`config.mk`:
```
export PLATFORM = sky130hd
export DESIGN_NAME = affinity_chunk_scheduler_top
export DESIGN_NICKNAME = d
export VERILOG_FILES = /design/src/hw/rtl/acs_pkg.sv /design/src/hw/rtl/acs_div.sv /design/src/hw/rtl/acs_apb.sv /design/src/hw/rtl/affinity_chunk_scheduler_top.sv
export SDC_FILE = /design/constraint.sdc
export NUM_CORES = 2
export LEC_CHECK = 0
export BUFFER_PORTS_ARGS = -buffer_cell sky130_fd_sc_hd__buf_2
export CORE_MARGIN = 3
export CORE_UTILIZATION = 35
export CTS_BUF_LIST = sky130_fd_sc_hd__clkbuf_16
export CTS_CLUSTER_SIZE = 20
export DETAILED_ROUTE_END_ITERATION = 8
export PLACE_DENSITY_LB_ADDON = 0.08
export SYNTH_ARGS = -nofsm -noshare
export SYNTH_HDL_FRONTEND = slang
export SYNTH_HIERARCHICAL = 1
export SYNTH_SLANG_ARGS = --single-unit
```
`constraint.sdc`:
```
create_clock -name clk -period 21 [get_ports clk]
set_input_delay 4.2 -clock clk [delete_from_list [all_inputs] [get_ports clk]]
set_output_delay 4.2 -clock clk [all_outputs]
set_load 0.02 [all_outputs]
```
`src/hw/rtl/acs_pkg.sv`:
```
// Shared types and constants of the affinity chunk scheduler.
package acs_pkg;

	localparam int ITER_W    = 21;  // iteration counts and bounds
	localparam int WRK_W     = 8;   // worker count register
	localparam int REQ_W     = 7;   // requester index field
	localparam int NUM_W     = 22;  // dividend of a rounded-up division
	localparam int DIV_STEPS = 22;  // one quotient bit per step
	localparam int STEP_W    = 5;
	localparam int APB_AW    = 3;
	localparam int APB_DW    = 32;
	localparam int REG_SEL_BIT = 2; // registers sit on 4-byte boundaries

	localparam logic [WRK_W-1:0]  WORKERS_RST = 8'd1;
	localparam logic [ITER_W-1:0] TOTAL_RST   = 21'd729;

	typedef enum logic {
		REG_WORKERS = 1'b0,
		REG_TOTAL   = 1'b1
	} reg_idx_t;

	typedef enum logic {
		MODE_START   = 1'b0,
		MODE_REQUEST = 1'b1
	} mode_t;

	typedef struct packed {
		logic [WRK_W-1:0]  worker_count;
		logic [ITER_W-1:0] total_iterations;
	} cfg_t;

	typedef struct packed {
		logic             start;
		logic [NUM_W-1:0] num;
		logic [WRK_W-1:0] den;
	} div_req_t;

	typedef struct packed {
		logic             done;
		logic [NUM_W-1:0] quot;
	} div_rsp_t;

endpackage

```
`src/hw/rtl/acs_div.sv`:
```
// Shared restoring divider, one quotient bit per cycle.
module acs_div (
	input  logic              clk,
	input  logic              arst_n,
	input  acs_pkg::div_req_t req,
	output acs_pkg::div_rsp_t rsp
);
	import acs_pkg::*;

	logic              busy_q;
	logic              done_q;
	logic [STEP_W-1:0] step_q;
	logic [NUM_W-1:0]  quo_q;
	logic [WRK_W-1:0]  den_q;
	logic [WRK_W-1:0]  rem_q;
	logic [WRK_W:0]    rem_sh;
	logic [WRK_W:0]    rem_sub;
	logic              fits;

	// bring down the next dividend bit, quotient bits shift in behind it
	assign rem_sh  = {rem_q, quo_q[NUM_W-1]};
	assign rem_sub = rem_sh - {1'b0, den_q};
	assign fits    = (rem_sh >= {1'b0, den_q});

	always_ff @(posedge clk or negedge arst_n) begin
		if (!arst_n) begin
			busy_q <= 1'b0;
			done_q <= 1'b0;
			step_q <= '0;
		end else if (req.start) begin
			busy_q <= 1'b1;
			done_q <= 1'b0;
			step_q <= STEP_W'(DIV_STEPS);
		end else if (busy_q) begin
			step_q <= step_q - STEP_W'(1);
			busy_q <= (step_q != STEP_W'(1));
			done_q <= (step_q == STEP_W'(1));
		end else begin
			done_q <= 1'b0;
		end
	end

	always_ff @(posedge clk) begin
		if (req.start) begin
			quo_q <= req.num;
			den_q <= req.den;
			rem_q <= '0;
		end else if (busy_q) begin
			rem_q <= fits ? rem_sub[WRK_W-1:0] : rem_sh[WRK_W-1:0];
			quo_q <= {quo_q[NUM_W-2:0], fits};
		end
	end

	assign rsp.done = done_q;
	assign rsp.quot = quo_q;

endmodule

```
`src/hw/rtl/acs_apb.sv`:
```
// Configuration registers behind an APB-style port.
module acs_apb (
	input  logic                        clk,
	input  logic                        arst_n,
	input  logic                        psel,
	input  logic                        penable,
	input  logic                        pwrite,
	input  logic [acs_pkg::APB_AW-1:0]  paddr,
	input  logic [acs_pkg::APB_DW-1:0]  pwdata,
	output logic [acs_pkg::APB_DW-1:0]  prdata,
	output logic                        pready,
	output acs_pkg::cfg_t               cfg
);
	import acs_pkg::*;

	reg_idx_t          idx;
	logic [WRK_W-1:0]  workers_q;
	logic [ITER_W-1:0] total_q;

	assign idx    = reg_idx_t'(paddr[REG_SEL_BIT]);
	assign pready = 1'b1;

	always_ff @(posedge clk or negedge arst_n) begin
		if (!arst_n) begin
			workers_q <= WORKERS_RST;
			total_q   <= TOTAL_RST;
		end else if (psel && penable && pwrite && pready) begin
			unique case (idx)
				REG_WORKERS: workers_q <= pwdata[WRK_W-1:0];
				REG_TOTAL:   total_q   <= pwdata[ITER_W-1:0];
				default:     ;
			endcase
		end
	end

	always_comb begin
		unique case (idx)
			REG_WORKERS: prdata = APB_DW'(workers_q);
			REG_TOTAL:   prdata = APB_DW'(total_q);
			default:     prdata = '0;
		endcase
	end

	assign cfg.worker_count     = workers_q;
	assign cfg.total_iterations = total_q;

endmodule

```
`src/hw/rtl/affinity_chunk_scheduler_top.sv`:
```
// Affinity chunk scheduler: block split on start, chunk grant or steal on request.
//
//  channel  | handshake          | payload
//  ---------+--------------------+--------------------------------------
//  input    | in_valid/in_stall  | mode, requester
//  output   | out_valid/out_stall| chunk_low, chunk_high, finished
//  config   | APB psel/penable   | worker_count @0x0, total_iterations @0x4
//
//  Start: the divider computes the block size, then the fill pass writes all
//  MAX_WORKERS entries, one per cycle, through the counter memory's write port.
//  Request on a worker's own block: one counter read, then the 22-step divider.
//  Request that steals: one memory read per cycle to find the fullest block
//  among the first W entries, W being the active worker count.
//  No clearing pass after reset: counters read as zero until the first start.
//  in_stall is high from acceptance until the result is in the output register;
//  a stalled result does not block acceptance of the next transaction.
module affinity_chunk_scheduler_top #(
	parameter int MAX_WORKERS = 128
) (
	input  logic                        clk,
	input  logic                        arst_n,
	input  logic                        in_valid,
	output logic                        in_stall,
	input  logic                        mode,
	input  logic [acs_pkg::REQ_W-1:0]   requester,
	output logic                        out_valid,
	input  logic                        out_stall,
	output logic [acs_pkg::ITER_W-1:0]  chunk_low,
	output logic [acs_pkg::ITER_W-1:0]  chunk_high,
	output logic                        finished,
	input  logic                        psel,
	input  logic                        penable,
	input  logic                        pwrite,
	input  logic [acs_pkg::APB_AW-1:0]  paddr,
	input  logic [acs_pkg::APB_DW-1:0]  pwdata,
	output logic [acs_pkg::APB_DW-1:0]  prdata,
	output logic                        pready
);
	import acs_pkg::*;

	localparam int IDX_W = (MAX_WORKERS > 1) ? $clog2(MAX_WORKERS) : 1;
	localparam int SEL_W = $clog2(MAX_WORKERS + 1);

	typedef enum logic [6:0] {
		ST_IDLE = 7'b0000001,
		ST_BDIV = 7'b0000010,
		ST_FILL = 7'b0000100,
		ST_OWN  = 7'b0001000,
		ST_SCAN = 7'b0010000,
		ST_CDIV = 7'b0100000,
		ST_DONE = 7'b1000000
	} state_t;

	state_t state_q, state_d;

	cfg_t     cfg;
	div_req_t div_req;
	div_rsp_t div_rsp;

	logic [WRK_W-1:0]  wrk;
	logic              in_acc;
	logic              out_load;

	logic [ITER_W-1:0] left_mem_q [MAX_WORKERS];
	logic [ITER_W-1:0] rd_data_q;
	logic [IDX_W-1:0]  mem_raddr;
	logic              mem_we;
	logic [IDX_W-1:0]  mem_waddr;
	logic [ITER_W-1:0] mem_wdata;
	logic [ITER_W-1:0] rd_left;
	logic              started_q;

	logic              own_ok_q;
	logic [IDX_W-1:0]  victim_q;
	logic [ITER_W-1:0] left_q;
	logic [ITER_W-1:0] bs_q;
	logic [31:0]       acc_q;
	logic [ITER_W-1:0] prev_end_q;
	logic [IDX_W-1:0]  fill_q;
	logic [ITER_W-1:0] fill_end;
	logic              fill_last;
	logic [IDX_W-1:0]  cmp_q;
	logic [SEL_W-1:0]  cmp_nxt;
	logic              scan_last;
	logic [ITER_W-1:0] best_q;
	logic [ITER_W-1:0] best_nxt;
	logic [31:0]       prod_q;
	logic [ITER_W-1:0] end_q;
	logic [ITER_W-1:0] lo_q;
	logic [ITER_W-1:0] chunk;

	logic [ITER_W-1:0] res_low_q;
	logic [ITER_W-1:0] res_high_q;
	logic              res_fin_q;
	logic              out_valid_q;
	logic [ITER_W-1:0] chunk_low_q;
	logic [ITER_W-1:0] chunk_high_q;
	logic              finished_q;

	acs_apb u_apb (
		.clk     (clk),
		.arst_n  (arst_n),
		.psel    (psel),
		.penable (penable),
		.pwrite  (pwrite),
		.paddr   (paddr),
		.pwdata  (pwdata),
		.prdata  (prdata),
		.pready  (pready),
		.cfg     (cfg)
	);

	acs_div u_div (
		.clk    (clk),
		.arst_n (arst_n),
		.req    (div_req),
		.rsp    (div_rsp)
	);

	// clamp the worker count to 1..MAX_WORKERS
	always_comb begin
		if (cfg.worker_count == '0)
			wrk = WRK_W'(1);
		else if (32'(cfg.worker_count) > MAX_WORKERS)
			wrk = WRK_W'(MAX_WORKERS);
		else
			wrk = cfg.worker_count;
	end

	assign in_stall = (state_q != ST_IDLE);
	assign in_acc   = in_valid && !in_stall;
	assign out_load = (state_q == ST_DONE) && (!out_valid_q || !out_stall);

	assign rd_left   = started_q ? rd_data_q : '0;
	assign cmp_nxt   = SEL_W'(cmp_q) + SEL_W'(1);
	assign scan_last = (32'(cmp_nxt) == 32'(wrk));
	assign best_nxt  = (rd_left > best_q) ? rd_left : best_q;
	assign fill_end  = (acc_q > 32'(cfg.total_iterations)) ? cfg.total_iterations
	                                                        : acc_q[ITER_W-1:0];
	assign fill_last = (32'(fill_q) == MAX_WORKERS - 1);
	assign chunk     = div_rsp.quot[ITER_W-1:0];

	always_comb begin
		unique case (state_q)
			ST_OWN:  mem_raddr = '0;
			ST_SCAN: mem_raddr = cmp_nxt[IDX_W-1:0];
			default: mem_raddr = IDX_W'(requester);
		endcase
	end

	always_comb begin
		state_d       = state_q;
		div_req.start = 1'b0;
		div_req.den   = wrk;
		div_req.num   = NUM_W'(cfg.total_iterations) + NUM_W'(wrk) - NUM_W'(1);
		mem_we        = 1'b0;
		mem_waddr     = fill_q;
		mem_wdata     = (32'(fill_q) < 32'(wrk)) ? fill_end - prev_end_q : '0;
		unique case (state_q)
			ST_IDLE: begin
				if (in_acc) begin
					if (mode == MODE_START) begin
						div_req.start = 1'b1;
						state_d       = ST_BDIV;
					end else begin
						state_d       = ST_OWN;
					end
				end
			end
			ST_BDIV: begin
				if (div_rsp.done)
					state_d = ST_FILL;
			end
			ST_FILL: begin
				mem_we = 1'b1;
				if (fill_last)
					state_d = ST_DONE;
			end
			ST_OWN: begin
				div_req.num = NUM_W'(rd_left) + NUM_W'(wrk) - NUM_W'(1);
				if (own_ok_q && rd_left != '0) begin
					div_req.start = 1'b1;
					state_d       = ST_CDIV;
				end else begin
					state_d       = ST_SCAN;
				end
			end
			ST_SCAN: begin
				div_req.num = NUM_W'(best_nxt) + NUM_W'(wrk) - NUM_W'(1);
				if (scan_last) begin
					if (best_nxt != '0) begin
						div_req.start = 1'b1;
						state_d       = ST_CDIV;
					end else begin
						state_d       = ST_DONE;
					end
				end
			end
			ST_CDIV: begin
				mem_waddr = victim_q;
				mem_wdata = left_q - chunk;
				if (div_rsp.done) begin
					mem_we  = 1'b1;
					state_d = ST_DONE;
				end
			end
			ST_DONE: begin
				if (out_load)
					state_d = ST_IDLE;
			end
			default: state_d = ST_IDLE;
		endcase
	end

	always_ff @(posedge clk) begin
		rd_data_q <= left_mem_q[mem_raddr];
		if (mem_we)
			left_mem_q[mem_waddr] <= mem_wdata;
	end

	always_ff @(posedge clk or negedge arst_n) begin
		if (!arst_n) begin
			state_q     <= ST_IDLE;
			started_q   <= 1'b0;
			out_valid_q <= 1'b0;
		end else begin
			state_q <= state_d;
			if (state_q == ST_FILL && fill_last)
				started_q <= 1'b1;
			if (out_load)
				out_valid_q <= 1'b1;
			else if (!out_stall)
				out_valid_q <= 1'b0;
		end
	end

	always_ff @(posedge clk) begin
		unique case (state_q)
			ST_IDLE: begin
				own_ok_q <= (32'(requester) < MAX_WORKERS);
				victim_q <= IDX_W'(requester);
			end
			ST_BDIV: begin
				bs_q       <= chunk;
				acc_q      <= 32'(chunk);
				prev_end_q <= '0;
				fill_q     <= '0;
			end
			ST_FILL: begin
				// this block starts where the previous one ended
				acc_q      <= acc_q + 32'(bs_q);
				prev_end_q <= fill_end;
				fill_q     <= fill_q + IDX_W'(1);
				res_low_q  <= '0;
				res_high_q <= '0;
				res_fin_q  <= 1'b0;
			end
			ST_OWN: begin
				left_q <= rd_left;
				best_q <= '0;
				cmp_q  <= '0;
			end
			ST_SCAN: begin
				cmp_q  <= cmp_nxt[IDX_W-1:0];
				left_q <= best_nxt;
				best_q <= best_nxt;
				if (rd_left > best_q)
					victim_q <= cmp_q;
				res_low_q  <= '0;
				res_high_q <= '0;
				res_fin_q  <= 1'b1;
			end
			ST_CDIV: begin
				// block end settles long before the divider finishes
				prod_q <= 32'(bs_q) * (32'(victim_q) + 32'd1);
				end_q  <= (prod_q > 32'(cfg.total_iterations)) ? cfg.total_iterations
				                                                 : prod_q[ITER_W-1:0];
				lo_q   <= end_q - left_q;
				res_low_q  <= lo_q;
				res_high_q <= lo_q + chunk;
				res_fin_q  <= 1'b0;
			end
			ST_DONE: begin
				if (out_load) begin
					chunk_low_q  <= res_low_q;
					chunk_high_q <= res_high_q;
					finished_q   <= res_fin_q;
				end
			end
			default: ;
		endcase
	end

	assign out_valid  = out_valid_q;
	assign chunk_low  = chunk_low_q;
	assign chunk_high = chunk_high_q;
	assign finished   = finished_q;

	a_div_owner: assert property (@(posedge clk) disable iff (!arst_n)
		div_rsp.done |-> (state_q == ST_BDIV || state_q == ST_CDIV))
		else $error("divider result outside a division state");

	a_mem_write: assert property (@(posedge clk) disable iff (!arst_n)
		mem_we |-> (state_q == ST_FILL || (state_q == ST_CDIV && div_rsp.done)))
		else $error("counter memory written outside fill or grant");

	a_scan_range: assert property (@(posedge clk) disable iff (!arst_n)
		state_q == ST_SCAN |-> 32'(cmp_q) < 32'(wrk))
		else $error("scan beyond the active workers");

	a_started_holds: assert property (@(posedge clk) disable iff (!arst_n)
		started_q |=> started_q)
		else $error("run flag dropped");

	a_finished_empty: assert property (@(posedge clk) disable iff (!arst_n)
		out_valid_q && finished_q |-> chunk_low_q == '0 && chunk_high_q == '0)
		else $error("finished result with a non-empty chunk");

endmodule

```
==> results.json <==
{
  "drtPass1Iterations": 7,
  "cp_max_fo": 23,
  "port_buffers": 102,
  "clock-sinks": 3086,
  "fin_skew_ns": 0.0701,
  "viasPerCell": 5.44,
  "synth-simple-area-share_pct": 5.13,
  "yosys-top-cells-count": "3,012 x edfxtp_1, 672 x mux4_2, 353 x inv_1",
  "fin_tns_setup_ns": 0,
  "grt_antenna_before_repair": 19,
  "synth_top_family_by_area": "multiplexers",
  "ys_warn_count": 6,
  "relSlewSlack_pct": 3.55,
  "synth_edf_count": 3012,
  "synth_mux_area_share_pct": 12.4,
  "drc": 0,
  "required_ns": 16.80,
  "synth_top_area_share_pct": 67.3,
  "ys.flop_type": "edfxtp_1",
  "die_height_um": 626,
  "grt_pass1_vias": 75000,
  "yosysMostFrequentCell": "edfxtp_1",
  "insertion_delay_ns": 0.94,
  "outcome": "complete, no violations",
  "cts_inserted_buffers": 353,
  "coreArea_um2": 381000,
  "yosysUniqueCellTypes": 90,
  "power_leakage_uw": 0.0524,
  "worst-setup-path-type": "input pin to primary output",
  "grt_overflow": 0,
  "grt_max_degree": 105,
  "drive_above_1_share_pct": 22.0,
  "regArea_um2": 92200,
  "route.detailed.wl_per_inst_um": 30.1,
  "synth-xor-area-share_pct": 1.18,
  "synthToLayoutAreaGrowth_pct": 14.6,
  "hold_violations": 0,
  "peakVddDrop_mv": 0.310,
  "clkTransAtPathRegs_ns": 0.06,
  "placementRows": 226,
  "synthTopCellsByArea": "edfxtp_1 67%, mux4_2 11%, ha_1 3.0%",
  "first_iter_violations": 6527,
  "synth.ff_latch_count": 3086,
  "cts.repair.resized": 0,
  "synth_top_area_cell": "edfxtp_1",
  "finalNetCount": 8616,
  "finalCritPeriodShare_pct": 44.3,
  "num-fill-cells": 34500,
  "netlist_area_um2": 134000,
  "synth-async-reset-ratio_pct": 1.46,
  "globalplace.congestion": 0.852,
  "cts_setup_buffers": 0,
  "fmaxAchievable_mhz": 108,
  "cts_hold_buf": 0,
  "grt_use_total_pct": 20.5,
  "setup_viol_count_final": 0,
  "grt_setup_unrepaired": "false",
  "min_path_type": "flop to flop",
  "ant_nets": 0,
  "grt_pass1_wl_um": 572000,
  "multi_input_area_um2": 40100,
  "cts_tree": "built",
  "slew_violations": 0,
  "synth_area_per_cell_um2": 17.4,
  "drv_cap": 0,
  "drt_wl_total_um": 404000,
  "initial_utilization_pct": 35.3,
  "synth_compound_area_share_pct": 5.62,
  "fin_area_um2": 154000,
  "arrival_ns": 5.10,
  "fin_crit_ns": 9.30,
  "ios": 128,
  "cts_root_buffer": "clkbuf_16",
  "dp_hpwl_um": 252000,
  "vias": 73200,
  "crit_path_end_kind": "primary output",
  "yosysSeqAreaShare_pct": 68.6,
  "power.density_nw_per_um2": 174,
  "die_w_um": 626,
  "placed_cell_area_um2": 143000,
  "synth-adder-area-share_pct": 4.87,
  "dieArea_um2": 391000,
  "h-tree-depth": 5,
  "critPathLaunchType": "input pin",
  "clock_path_buffers": 4,
  "tightest_slew_ns": 1.44,
  "synthCells": 7743
}
sequential cells by signal (all words and copies together) (netlist names), 8 cells and up:
register	count
u_div/den_q	8
res_low_q	21
left_mem_q	2688
u_apb/workers_q	8
bs_q	21
acc_q	32
chunk_low	21
res_high_q	21
prev_end_q	21
rd_data_q	21
lo_q	21
chunk_high	21
best_q	21
u_div/quo_q	22
u_apb/total_q	21
u_div/rem_q	8
left_q	21
prod_q	29
end_q	21
area by class of cell:
type                       instances  share of cell area (%)
sequential                      3086                    59.9
multi-input combinational       3946                    26.1
clock buffer                     362                    5.88
tap                             5016                    4.08
timing repair buffer             377                    1.70
clock inverter                   280                    1.53
inverter                         354                   0.865
antenna                           15                  0.0244
worst max-delay path, cell delays in order:
cell,delay [ns]
buf_2,0.34
mux2_2,0.39
buf_2,0.16
per-stage QoR:
stage	util, %	hold WS [ns]	cells	power (uW)	setup WS, ns
global placement	37.4	0.402	12800	21000	11.21
global route	40.4	0.416	13400	28500	11.64
finish	40.5	0.403	13400	26900	11.70
detailed placement	37.4	0.406	12800	21100	11.21
floorplan	-	0.400	7753	16900	11.86
CTS	40.4	0.400	13400	27300	11.68
layout by cell type (no fill, tap or decap), types with 166 or more instances in the layout:
cell          n
edfxtp_1   3012
clkbuf_16   362
buf_4       271
a21oi_1     195
mux4_2      672
nor2_1      193
a22oi_1     325
nand2_1     327
nand3_1     166
ha_1        325
inv_1       427
kinds of logic (layout without fill, tap and decap cells):
family,Yosys count,count (layout)
AO/OA/AOI/OAI,1104,1104
flip-flops,3086,3086
buffers and inverters,721,1373
multiplexers,804,804
other,2,27
adder cells (fa/ha/maj),450,450
XOR/XNOR,181,181
AND/OR/NAND/NOR,1395,1395
routing by layer:
layer | vias up | part of all wire [%] | GRT usage, %
met4 | 0 | 2.4 | 4.94
met3 | 492 | 4.9 | 2.65
met5 | - | 0 | 0
met2 | 1928 | 48 | 33.4
li1 | 31600 | - | -
met1 | 39100 | 45 | 29.1
where the power goes:
part / switching [uW] / total (uW) / internal (uW)
clock network: 2520 / 6070 / 3560
logic: 7570 / 11800 / 4250
registers: 236 / 8970 / 8730
total: 10300 / 26900 / 16500
final timing paths:
path,to,cells after the start,from,slack [ns]
max,prdata[7],3,paddr[2],11.70
max in group asynchronous,u_apb/total_q[17],2,arst_n,17.07
min reg2reg,chunk_low[1],0,res_low_q[1],0.40
min in group asynchronous,u_apb/workers_q[1],2,arst_n,3.42
min,chunk_low[1],0,res_low_q[1],0.40
max reg2reg,left_mem_q[69][15],21,u_apb/total_q[9],12.28
Power figures use the tool's default switching activity.
